[src/sv/iso8601_timestamp_parser_unit_defines.svh]
// Assertion macros shared by the timestamp parser RTL.
// Needs a clk and an active-high rst in the scope where a macro is used.
`ifndef ISO8601_TIMESTAMP_PARSER_UNIT_DEFINES_SVH
`define ISO8601_TIMESTAMP_PARSER_UNIT_DEFINES_SVH

`ifndef SYNTH

// The expression must never hold.
`define ISOTS_ASSERT_NEVER(label, expr, msg) \
  label: assert property (@(posedge clk) disable iff (rst) !(expr)) \
    else $error(msg);

// The consequent holds in the cycle after the antecedent.
`define ISOTS_ASSERT_NEXT(label, ante, cons, msg) \
  label: assert property (@(posedge clk) disable iff (rst) (ante) |=> (cons)) \
    else $error(msg);

// The consequent holds in the same cycle as the antecedent.
`define ISOTS_ASSERT_SAME(label, ante, cons, msg) \
  label: assert property (@(posedge clk) disable iff (rst) (ante) |-> (cons)) \
    else $error(msg);

`else

`define ISOTS_ASSERT_NEVER(label, expr, msg)
`define ISOTS_ASSERT_NEXT(label, ante, cons, msg)
`define ISOTS_ASSERT_SAME(label, ante, cons, msg)

`endif

`endif

[src/sv/isots_pkg.sv]
// Types, constants and helper functions of the timestamp parser.
// Used by the scanner, the multiply-accumulate unit and the top level.
`timescale 1ns / 1ps

package isots_pkg;

  typedef enum logic [3:0] {
    STAT_OK         = 4'd0,
    STAT_EMPTY      = 4'd1,
    STAT_LENGTH     = 4'd2,
    STAT_SEP        = 4'd3,
    STAT_DIGIT      = 4'd4,
    STAT_FRAC_SEP   = 4'd5,
    STAT_FRAC_DIGIT = 4'd6,
    STAT_MONTH      = 4'd7,
    STAT_DAY        = 4'd8,
    STAT_HOUR       = 4'd9,
    STAT_MINUTE     = 4'd10,
    STAT_SECOND     = 4'd11,
    STAT_DATE       = 4'd12
  } status_t;

  typedef enum logic [3:0] {
    S_IDLE, S_LEAP, S_YEAR, S_C100, S_C400, S_DAYS, S_MDAY,
    S_MHOUR, S_MMIN, S_MSEC, S_MFRAC, S_FLUSH, S_EMIT
  } state_t;

  typedef enum logic [1:0] {
    OP_NONE, OP_ADD, OP_ADD_Q, OP_SUB_Q
  } prod_op_t;

  localparam logic [7:0] CH_DASH  = 8'h2D;
  localparam logic [7:0] CH_T     = 8'h54;
  localparam logic [7:0] CH_COLON = 8'h3A;
  localparam logic [7:0] CH_Z     = 8'h5A;
  localparam logic [7:0] CH_DOT   = 8'h2E;
  localparam logic [7:0] CH_0     = 8'h30;
  localparam logic [7:0] CH_9     = 8'h39;

  localparam logic [4:0] POS_DASH1    = 5'd4;
  localparam logic [4:0] POS_DASH2    = 5'd7;
  localparam logic [4:0] POS_T        = 5'd10;
  localparam logic [4:0] POS_COLON1   = 5'd13;
  localparam logic [4:0] POS_COLON2   = 5'd16;
  localparam logic [4:0] POS_DOT      = 5'd19;
  localparam logic [4:0] POS_FRAC_END = 5'd22;
  localparam logic [4:0] POS_SAT      = 5'd25;

  localparam logic [4:0] LEN_NO_FRAC = 5'd20;
  localparam logic [4:0] LEN_FRAC1   = 5'd22;
  localparam logic [4:0] LEN_FRAC2   = 5'd23;
  localparam logic [4:0] LEN_FRAC3   = 5'd24;

  localparam logic [6:0] MONTH_MAX  = 7'd12;
  localparam logic [6:0] DAY_MAX    = 7'd31;
  localparam logic [6:0] HOUR_MAX   = 7'd23;
  localparam logic [6:0] MINSEC_MAX = 7'd59;

  localparam int ERR_SEP   = 0;
  localparam int ERR_DIGIT = 1;
  localparam int ERR_FRAC  = 2;

  localparam int MUL_A_W = 24;
  localparam int MUL_B_W = 27;
  localparam int PROD_W  = MUL_A_W + MUL_B_W + 1;
  localparam int EPOCH_W = 49;
  localparam int Q_SHIFT = 17;
  localparam int Q_W     = 12;

  localparam logic [MUL_B_W-1:0] RECIP_25      = 27'd5243;
  localparam logic [MUL_B_W-1:0] DAYS_PER_YEAR = 27'd365;
  localparam logic [MUL_B_W-1:0] MS_PER_DAY    = 27'd86400000;
  localparam logic [MUL_B_W-1:0] MS_PER_HOUR   = 27'd3600000;
  localparam logic [MUL_B_W-1:0] MS_PER_MIN    = 27'd60000;
  localparam logic [MUL_B_W-1:0] MS_PER_SEC    = 27'd1000;
  localparam logic [13:0]        YEAR_SHIFT    = 14'd400;
  // Offset that moves the shifted proleptic day count onto 1970-01-01, plus one for day - 1.
  localparam logic [EPOCH_W-1:0] DAYS_BIAS     = 49'd865566;

  typedef struct packed {
    logic [4:0]  pos;
    logic [13:0] year;
    logic [6:0]  month;
    logic [6:0]  day;
    logic [6:0]  hour;
    logic [6:0]  minute;
    logic [6:0]  second;
    logic [9:0]  frac;
    logic [3:0]  err;
    logic        dot;
  } scan_t;

  typedef struct packed {
    logic [MUL_A_W-1:0] a;
    logic [MUL_B_W-1:0] b;
    prod_op_t           op;
    logic               load;
    logic [EPOCH_W-1:0] load_val;
  } mac_ctl_t;

  function automatic logic [13:0] add_dig(input logic [13:0] acc, input logic [3:0] d);
    return 14'({acc, 3'b000}) + 14'({acc, 1'b0}) + {10'd0, d};
  endfunction

  function automatic logic [4:0] days_in_month(input logic [6:0] m, input logic leap);
    logic [4:0] r;
    r = 5'd31;
    if (m == 7'd2) begin
      r = leap ? 5'd29 : 5'd28;
    end else if (m inside {7'd4, 7'd6, 7'd9, 7'd11}) begin
      r = 5'd30;
    end
    return r;
  endfunction

  // Day of a March-based year on which each month starts.
  function automatic logic [8:0] month_offset(input logic [6:0] m);
    logic [8:0] r;
    case (m)
      7'd1:    r = 9'd306;
      7'd2:    r = 9'd337;
      7'd3:    r = 9'd0;
      7'd4:    r = 9'd31;
      7'd5:    r = 9'd61;
      7'd6:    r = 9'd92;
      7'd7:    r = 9'd122;
      7'd8:    r = 9'd153;
      7'd9:    r = 9'd184;
      7'd10:   r = 9'd214;
      7'd11:   r = 9'd245;
      7'd12:   r = 9'd275;
      default: r = 9'd0;
    endcase
    return r;
  endfunction

endpackage

[src/sv/isots_scan.sv]
// Character scanner: position counter, decimal field accumulators and error flags.
// Depends on isots_pkg.
`timescale 1ns / 1ps

module isots_scan (
  input  logic           clk,
  input  logic           rst,
  input  logic           en,
  input  logic           clr,
  input  logic [7:0]     char_code,
  output isots_pkg::scan_t scan
);
  import isots_pkg::*;

  scan_t      scan_next;
  logic       dig;
  logic [3:0] d;

  assign dig = (char_code >= CH_0) && (char_code <= CH_9);
  assign d   = dig ? 4'(char_code - CH_0) : 4'd0;

  always_comb begin
    scan_next = scan;
    if (scan.pos inside {POS_DASH1, POS_DASH2}) begin
      if (char_code != CH_DASH) scan_next.err[ERR_SEP] = 1'b1;
    end else if (scan.pos == POS_T) begin
      if (char_code != CH_T) scan_next.err[ERR_SEP] = 1'b1;
    end else if (scan.pos inside {POS_COLON1, POS_COLON2}) begin
      if (char_code != CH_COLON) scan_next.err[ERR_SEP] = 1'b1;
    end else if (scan.pos < POS_DOT) begin
      if (!dig) scan_next.err[ERR_DIGIT] = 1'b1;
      if (scan.pos < POS_DASH1) begin
        scan_next.year = add_dig(scan.year, d);
      end else if (scan.pos < POS_DASH2) begin
        scan_next.month = 7'(add_dig({7'd0, scan.month}, d));
      end else if (scan.pos < POS_T) begin
        scan_next.day = 7'(add_dig({7'd0, scan.day}, d));
      end else if (scan.pos < POS_COLON1) begin
        scan_next.hour = 7'(add_dig({7'd0, scan.hour}, d));
      end else if (scan.pos < POS_COLON2) begin
        scan_next.minute = 7'(add_dig({7'd0, scan.minute}, d));
      end else begin
        scan_next.second = 7'(add_dig({7'd0, scan.second}, d));
      end
    end else if (scan.pos == POS_DOT) begin
      scan_next.dot = (char_code == CH_DOT);
    end else if (scan.pos <= POS_FRAC_END) begin
      if (!dig) scan_next.err[ERR_FRAC] = 1'b1;
      scan_next.frac = 10'(add_dig({4'd0, scan.frac}, d));
    end
    scan_next.pos = (scan.pos < POS_SAT) ? scan.pos + 5'd1 : POS_SAT;
  end

  always_ff @(posedge clk) begin
    if (rst || clr) begin
      scan <= '0;
    end else if (en) begin
      scan <= scan_next;
    end
  end

endmodule

[src/sv/isots_mac.sv]
// Shared multiply-accumulate unit: registered product, then add, add or subtract
// of the product scaled down by 2^17, or a direct load. Depends on isots_pkg.
`timescale 1ns / 1ps

module isots_mac (
  input  logic                            clk,
  input  logic                            rst,
  input  isots_pkg::mac_ctl_t             ctl,
  output logic [isots_pkg::EPOCH_W-1:0]   acc,
  output logic [isots_pkg::Q_W-1:0]       q
);
  import isots_pkg::*;

  logic signed [PROD_W-1:0] prod;
  logic signed [PROD_W-1:0] p;
  prod_op_t                 op_q;
  logic [EPOCH_W-1:0]       p_q;

  assign prod = $signed(ctl.a) * $signed({1'b0, ctl.b});
  assign p_q  = EPOCH_W'(p >>> Q_SHIFT);
  assign q    = p[Q_SHIFT+Q_W-1:Q_SHIFT];

  always_ff @(posedge clk) begin
    p <= prod;
  end

  always_ff @(posedge clk) begin
    if (rst) begin
      op_q <= OP_NONE;
    end else begin
      op_q <= ctl.op;
    end
  end

  always_ff @(posedge clk) begin
    if (ctl.load) begin
      acc <= ctl.load_val;
    end else begin
      case (op_q)
        OP_ADD:   acc <= acc + p[EPOCH_W-1:0];
        OP_ADD_Q: acc <= acc + p_q;
        OP_SUB_Q: acc <= acc - p_q;
        default:  acc <= acc;
      endcase
    end
  end

endmodule

[src/sv/iso8601_timestamp_parser_unit.sv]
// Top level of the UTC timestamp parser: stream ports, sequencer and result register.
// Depends on isots_pkg, isots_scan, isots_mac and the assertion macro header.
`timescale 1ns / 1ps
`include "iso8601_timestamp_parser_unit_defines.svh"

// The parser takes a YYYY-MM-DDTHH:MM:SS[.f|.ff|.fff]Z text one character per
// transfer and gives one result transfer for the character marked with tlast or
// for an item flagged empty in tuser. Every other character is taken without leaving idle.
// A well-formed text ends in a sequence that reuses one multiplier and
// accumulator for the leap-year test, the day count and the conversion to
// milliseconds, so its last character holds the input through the states from
// S_LEAP to S_EMIT. A format or range error or an empty item holds it in S_EMIT
// alone, a calendar date error in S_LEAP, S_YEAR and S_EMIT. A result waits in an
// output register, and S_EMIT also holds while that register is full and a new result is due.
module iso8601_timestamp_parser_unit (
  input  logic        clk,
  input  logic        rst,
  input  logic        s_tvalid,
  output logic        s_tready,
  input  logic [7:0]  s_tdata,   // [7:0] char_code
  input  logic        s_tlast,
  input  logic        s_tuser,   // [0] empty_string
  output logic        m_tvalid,
  input  logic        m_tready,
  output logic [55:0] m_tdata    // [3:0] status, [52:4] epoch_ms, [55:53] zero
);
  import isots_pkg::*;

  state_t             state;
  state_t             state_next;
  status_t            status_r;
  status_t            status_next;
  status_t            pre_status;
  logic [6:0]         scale_r;
  logic [6:0]         scale_next;
  logic [6:0]         scale_pre;
  scan_t              scan;
  logic               in_fire;
  logic               scan_en;
  logic               scan_clr;
  logic               out_load;
  mac_ctl_t           ctl;
  logic [EPOCH_W-1:0] acc;
  logic [Q_W-1:0]     q;
  logic [4:0]         n;
  logic               has_frac;
  logic [13:0]        yy;
  logic [16:0]        q25;
  logic               div100;
  logic               leap;
  logic [4:0]         dim;

  assign in_fire  = s_tvalid && s_tready;
  assign s_tready = (state == S_IDLE);
  assign scan_en  = in_fire && !s_tlast && !s_tuser;
  assign scan_clr = out_load;

  isots_scan u_scan (
    .clk       (clk),
    .rst       (rst),
    .en        (scan_en),
    .clr       (scan_clr),
    .char_code (s_tdata),
    .scan      (scan)
  );

  isots_mac u_mac (
    .clk (clk),
    .rst (rst),
    .ctl (ctl),
    .acc (acc),
    .q   (q)
  );

  assign n        = scan.pos + 5'd1;
  assign has_frac = (n != LEN_NO_FRAC);
  assign yy       = scan.year + YEAR_SHIFT - {13'd0, (scan.month <= 7'd2)};
  assign q25      = {1'b0, q, 4'b0000} + {2'b00, q, 3'b000} + {5'd0, q};
  assign div100   = (q25 == {5'd0, scan.year[13:2]});
  assign leap     = (scan.year[1:0] == 2'b00) && (!div100 || (scan.year[3:2] == 2'b00));
  assign dim      = days_in_month(scan.month, leap);

  always_comb begin
    pre_status = STAT_OK;
    if (!(n == LEN_NO_FRAC || n == LEN_FRAC1 || n == LEN_FRAC2 || n == LEN_FRAC3)) begin
      pre_status = STAT_LENGTH;
    end else if (scan.err[ERR_SEP] || s_tdata != CH_Z) begin
      pre_status = STAT_SEP;
    end else if (scan.err[ERR_DIGIT]) begin
      pre_status = STAT_DIGIT;
    end else if (has_frac && !scan.dot) begin
      pre_status = STAT_FRAC_SEP;
    end else if (has_frac && scan.err[ERR_FRAC]) begin
      pre_status = STAT_FRAC_DIGIT;
    end else if (scan.month == 7'd0 || scan.month > MONTH_MAX) begin
      pre_status = STAT_MONTH;
    end else if (scan.day == 7'd0 || scan.day > DAY_MAX) begin
      pre_status = STAT_DAY;
    end else if (scan.hour > HOUR_MAX) begin
      pre_status = STAT_HOUR;
    end else if (scan.minute > MINSEC_MAX) begin
      pre_status = STAT_MINUTE;
    end else if (scan.second > MINSEC_MAX) begin
      pre_status = STAT_SECOND;
    end
  end

  always_comb begin
    case (n)
      LEN_FRAC1: scale_pre = 7'd100;
      LEN_FRAC2: scale_pre = 7'd10;
      LEN_FRAC3: scale_pre = 7'd1;
      default:   scale_pre = 7'd0;
    endcase
  end

  always_ff @(posedge clk) begin
    if (rst) begin
      state    <= S_IDLE;
      status_r <= STAT_OK;
      scale_r  <= 7'd0;
    end else begin
      state    <= state_next;
      status_r <= status_next;
      scale_r  <= scale_next;
    end
  end

  always_comb begin
    state_next  = state;
    status_next = status_r;
    scale_next  = scale_r;
    ctl         = '0;
    ctl.op      = OP_NONE;
    out_load    = 1'b0;
    case (state)
      S_IDLE: begin
        if (in_fire && s_tuser) begin
          status_next = STAT_EMPTY;
          state_next  = S_EMIT;
        end else if (in_fire && s_tlast) begin
          status_next = pre_status;
          scale_next  = scale_pre;
          state_next  = (pre_status == STAT_OK) ? S_LEAP : S_EMIT;
        end
      end
      S_LEAP: begin
        ctl.a      = {12'd0, scan.year[13:2]};
        ctl.b      = RECIP_25;
        state_next = S_YEAR;
      end
      S_YEAR: begin
        if ({2'b00, dim} < scan.day) begin
          status_next = STAT_DATE;
          state_next  = S_EMIT;
        end else begin
          ctl.a        = {10'd0, yy};
          ctl.b        = DAYS_PER_YEAR;
          ctl.op       = OP_ADD;
          ctl.load     = 1'b1;
          ctl.load_val = EPOCH_W'(yy[13:2]) + EPOCH_W'(month_offset(scan.month))
                       + EPOCH_W'(scan.day) - DAYS_BIAS;
          state_next   = S_C100;
        end
      end
      S_C100: begin
        ctl.a      = {12'd0, yy[13:2]};
        ctl.b      = RECIP_25;
        ctl.op     = OP_SUB_Q;
        state_next = S_C400;
      end
      S_C400: begin
        ctl.a      = {14'd0, yy[13:4]};
        ctl.b      = RECIP_25;
        ctl.op     = OP_ADD_Q;
        state_next = S_DAYS;
      end
      S_DAYS: begin
        state_next = S_MDAY;
      end
      S_MDAY: begin
        ctl.a        = acc[MUL_A_W-1:0];
        ctl.b        = MS_PER_DAY;
        ctl.op       = OP_ADD;
        ctl.load     = 1'b1;
        ctl.load_val = '0;
        state_next   = S_MHOUR;
      end
      S_MHOUR: begin
        ctl.a      = {17'd0, scan.hour};
        ctl.b      = MS_PER_HOUR;
        ctl.op     = OP_ADD;
        state_next = S_MMIN;
      end
      S_MMIN: begin
        ctl.a      = {17'd0, scan.minute};
        ctl.b      = MS_PER_MIN;
        ctl.op     = OP_ADD;
        state_next = S_MSEC;
      end
      S_MSEC: begin
        ctl.a      = {17'd0, scan.second};
        ctl.b      = MS_PER_SEC;
        ctl.op     = OP_ADD;
        state_next = S_MFRAC;
      end
      S_MFRAC: begin
        ctl.a      = {14'd0, scan.frac};
        ctl.b      = {20'd0, scale_r};
        ctl.op     = OP_ADD;
        state_next = S_FLUSH;
      end
      S_FLUSH: begin
        state_next = S_EMIT;
      end
      S_EMIT: begin
        if (!m_tvalid || m_tready) begin
          out_load   = 1'b1;
          state_next = S_IDLE;
        end
      end
      default: begin
        state_next = S_IDLE;
      end
    endcase
  end

  always_ff @(posedge clk) begin
    if (rst) begin
      m_tvalid <= 1'b0;
    end else if (out_load) begin
      m_tvalid <= 1'b1;
    end else if (m_tready) begin
      m_tvalid <= 1'b0;
    end
  end

  always_ff @(posedge clk) begin
    if (out_load) begin
      m_tdata <= {3'b000, ((status_r == STAT_OK) ? acc : {EPOCH_W{1'b0}}), status_r};
    end
  end

  `ISOTS_ASSERT_NEXT(a_busy_after_end, in_fire && (s_tlast || s_tuser), !s_tready, "input taken while a result is pending")
  `ISOTS_ASSERT_NEVER(a_err_epoch_zero, m_tvalid && (m_tdata[3:0] != STAT_OK) && (m_tdata[52:4] != '0), "nonzero epoch with error status")
  `ISOTS_ASSERT_NEVER(a_status_code, m_tvalid && (m_tdata[3:0] > STAT_DATE), "status code out of range")
  `ISOTS_ASSERT_NEXT(a_emit_done, (state == S_EMIT) && (!m_tvalid || m_tready), m_tvalid && s_tready, "result not delivered on emit")

endmodule

[config.mk]
export PLATFORM = sky130hd
export DESIGN_NAME = iso8601_timestamp_parser_unit
export DESIGN_NICKNAME = d
export VERILOG_FILES = /design/src/sv/isots_pkg.sv /design/src/sv/isots_scan.sv /design/src/sv/isots_mac.sv /design/src/sv/iso8601_timestamp_parser_unit.sv
export VERILOG_INCLUDE_DIRS = /design/src /design/src/sv
export SDC_FILE = /design/constraint.sdc
export NUM_CORES = 2
export LEC_CHECK = 0
export BUFFER_PORTS_ARGS = -buffer_cell sky130_fd_sc_hd__buf_2
export CORE_MARGIN = 5
export CORE_UTILIZATION = 25
export CTS_BUF_LIST = sky130_fd_sc_hd__clkbuf_8 sky130_fd_sc_hd__clkbuf_16
export CTS_CLUSTER_DIAMETER = 80
export CTS_CLUSTER_SIZE = 12
export DETAILED_ROUTE_END_ITERATION = 10
export GPL_TIMING_DRIVEN = 0
export MAX_ROUTING_LAYER = met4
export PLACE_DENSITY = 0.48
export SLEW_MARGIN = 20
export SYNTH_ARGS = -nofsm -noshare
export SYNTH_HDL_FRONTEND = slang
export SYNTH_SLANG_ARGS = --single-unit
[constraint.sdc]
create_clock -name clk -period 12.27 [get_ports clk]
set_input_delay 1.8405 -clock clk [delete_from_list [all_inputs] [get_ports clk]]
set_output_delay 1.8405 -clock clk [all_outputs]
set_load 0.05 [all_outputs]
==> results.md <==
- Max incr delay on CP: between 0.5 and 0.6 ns
- EDFF count, synth: slightly above 100
- Drt pass-1 iters: 7
- Filler cell count: about 15,000
- # setup viols final: 0
- Most frequent cell on the critical path: fa_1
- Total CTS buffers: 30
- Clk_lat worst skew: between 0.6 and 0.7 ns
- CTS tree: built
- 1st-iter DRT viols: about 1,700
- Clock Skews: between 0.02 and 0.03 ns
- Syn. warnings: 0
- Via density: around 4.5
- GP Congestion: roughly 0.9
- FFs w/ async S/R, synth: 0%
- Post-route ant nets: 0
- Hold_sp: u_scan.scan[3]$_SDFFE_PP0P_
- Hold Vio Cnt, Final: 0
- Final core occ: between 20% and 30%
- CP endpoint kind: flop
- Yosys cell types: 98
- Core area: approximately 140,000 sq um
- Actual slew at the worst max-slew pin: 1.115 ns
- First-pass GRT wire length: 174.1 mm
- Primary FF master, synth: dfxtp_1
- Minimum clock period: roughly 12 ns
- CP startpoint kind: flop
- # DRC: 0
- Wire length per cell: 18.25 um
- GR Util All Layers: around 15%
- Area of the multi-input gates: about 28,000 sq um
- F_max: between 80 and 90 MHz
- Area grow syn2layout: 12.46%
- Critical path class: reg -> reg
- Relative slew slack: about 26%
- Vias in the first global route: roughly 29,000
- Part of the cycle the worst path needs: between 90% and 100%
- Initial Util: roughly a quarter
- Avg Cell Area, Syn: between 9 and 10 sq um
- Ports: between 70 and 80
- Clk Tree Root Cell: clkbuf_16
- CTS clk-pin slew, worst paths: around 0.070 ns
- CP max stage cell: fa_1
- Die height: 390.6 um
- Post-synth top area share: roughly 26%
- H-tree depth reported by CTS: 1
- Mapped Area: ~36,000 sq um
- Top cells by area, synth: fa_1 (26%), ha_1 (16%), edfxtp_1 (8.5%)
- Synth Register Bits: about 250
- Post-DP HPWL: 96.34 mm
- Fin. max-slew vios: 0
- Number of cells on the worst hold path: 2
- MaxCap Viol Count: 0
- Clock buffer depth: 3
- Most frequent cells in the layout: inv_1 (800), ha_1 (472), fa_1 (465)
- Endpoint, Worst Hold: u_scan.scan[3]$_SDFFE_PP0P_
- Worst reg-to-reg setup slack: between 0.5 and 0.6 ns
- Initial antenna violation count: 2
- Commonest non-fill, non-tap cell in the layout: inv_1
- Port Buffers: just under 70
- Die ar.: 152,600 sq um
- RR Startpoint: u_mac.p[17]$_DFF_P_
- CP max FO: 10
- Reg2Reg Depth: 38
- Status: completed
- FF+latch area: about 5900 sq um
- Required time worst endpoint: approximately 13 ns
- # nets final: approximately 5,200
- Worst Hold Class: reg -> reg
- Share of post-route cells with drive strength above 1: about 4.6%
- # hold bufs at CTS: 0
- Worst hold margin: ~0.49 ns
- CP arrival: between 10 and 15 ns
- Mapped Cells: around 4,000
- Die X: 390.6 um
- Setup TNS: 0 ns
- Largest net degree at the start of global routing: between 40 and 50
- Sequential-to-total area share from yosys stat: about 16%
- GRT Residual Overflow: 0
- Area leader, netlist: fa_1
- Capturing point of the worst reg2reg path: u_mac.p[50]$_DFF_P_
- Clock sinks: around 250
- Rows: between 100 and 150
- WL final: about 110 mm
- RSZ-0062 raised after global routing: false
- Via Count: 28,190
## worst max-delay path, delay by kind of cell, from the launching register on
| family | cells | cell delay, ns |
|---|---|---|
| adders and majority gates | 11 | 5.32 |
| DFF | 1 | 0.39 |
| buffers and inverters | 10 | 1.64 |
| AOI/OAI and AO/OA | 10 | 2.94 |
| xor gates and xnor gates | 2 | 0.36 |
| and+or+nand+nor | 5 | 0.96 |
## per-layer routing
layer | track usage, % | share of wire (%) | vias up
li1 | - | - | 13480
met1 | 20.56 | 47 | 14040
met2 | 24.88 | 47 | 568
met3 | 1.182 | 3.8 | 108
met4 | 3.230 | 2.4 | 0
met5 | - | 0 | -
## how the worst max path moves through the flow
stage                              startpoint                   to  slack (ns)  cells after the start
after global routing      u_mac.p[17]$_DFF_P_  u_mac.p[50]$_DFF_P_        0.03                     38
after global placement    u_mac.p[17]$_DFF_P_  u_mac.p[46]$_DFF_P_       -1.29                     38
after detailed placement  u_mac.p[17]$_DFF_P_  u_mac.p[49]$_DFF_P_       -0.67                     38
after floorplan           u_mac.p[17]$_DFF_P_  u_mac.p[48]$_DFF_P_        2.46                     38
after CTS                 u_mac.p[17]$_DFF_P_  u_mac.p[49]$_DFF_P_        0.01                     38
final                     u_mac.p[17]$_DFF_P_  u_mac.p[50]$_DFF_P_        0.58                     38
## cell usage after synthesis, drive strengths merged (76+ instances only)
cell / number
a21oi: 204
and2: 121
clkbuf: 96
dfxtp: 143
edfxtp: 102
fa: 465
ha: 472
inv: 791
nand2: 264
nor2: 236
o21ai: 169
xnor2: 157
xor2: 76
## through the flow
step	setup WS (ns)	std cells	area (sq um)
global placement	-1.288	6138	39550
CTS	0.01465	6196	40650
finish	0.5774	6199	40730
floorplan	2.462	4167	36830
global route	0.02653	6198	40730
detailed placement	-0.6684	6143	39670
## registers in the layout, indices dropped and copies added (netlist names), named ones only
| register | flops |
|---|---|
| u_mac.p | 52 |
| m_tvalid | 1 |
| state | 4 |
| u_mac.acc | 49 |
| m_tdata | 53 |
| status_r | 4 |
| u_mac.op_q | 2 |
| u_scan.scan | 68 |
| scale_r | 3 |
## timing repair
item | in CTS | in global routing
endpoints found under the setup margin | 19 | 16
pin swaps | 0 | 3
resized for setup | 5 | 17
buffers inserted | 0 | 1
## kinds of logic after synthesis
family / after synthesis / share of synthesized area (%)
buf+inv: 908 / 9.508
other cells: 2 / 0.02074
fa+ha+maj: 937 / 42.01
mux: 45 / 1.282
xor+xnor: 233 / 5.635
compound gates: 696 / 12.30
flops: 245 / 16.36
simple gates: 937 / 12.88
## layout make-up
cell class	count	area share, %
Buffer	117	1.183
Sequential cell	245	14.55
Multi-Input combinational cell	3014	67.75
Tap cell	1903	5.846
Timing Repair Buffer	75	1.048
Clock buffer	32	1.938
Clock inverter	21	0.3902
Antenna cell	1	0.006144
Inverter	791	7.290
Power is not shown: default switching activity piles up to over one toggle a cycle in this logic, so the estimate is an artifact.
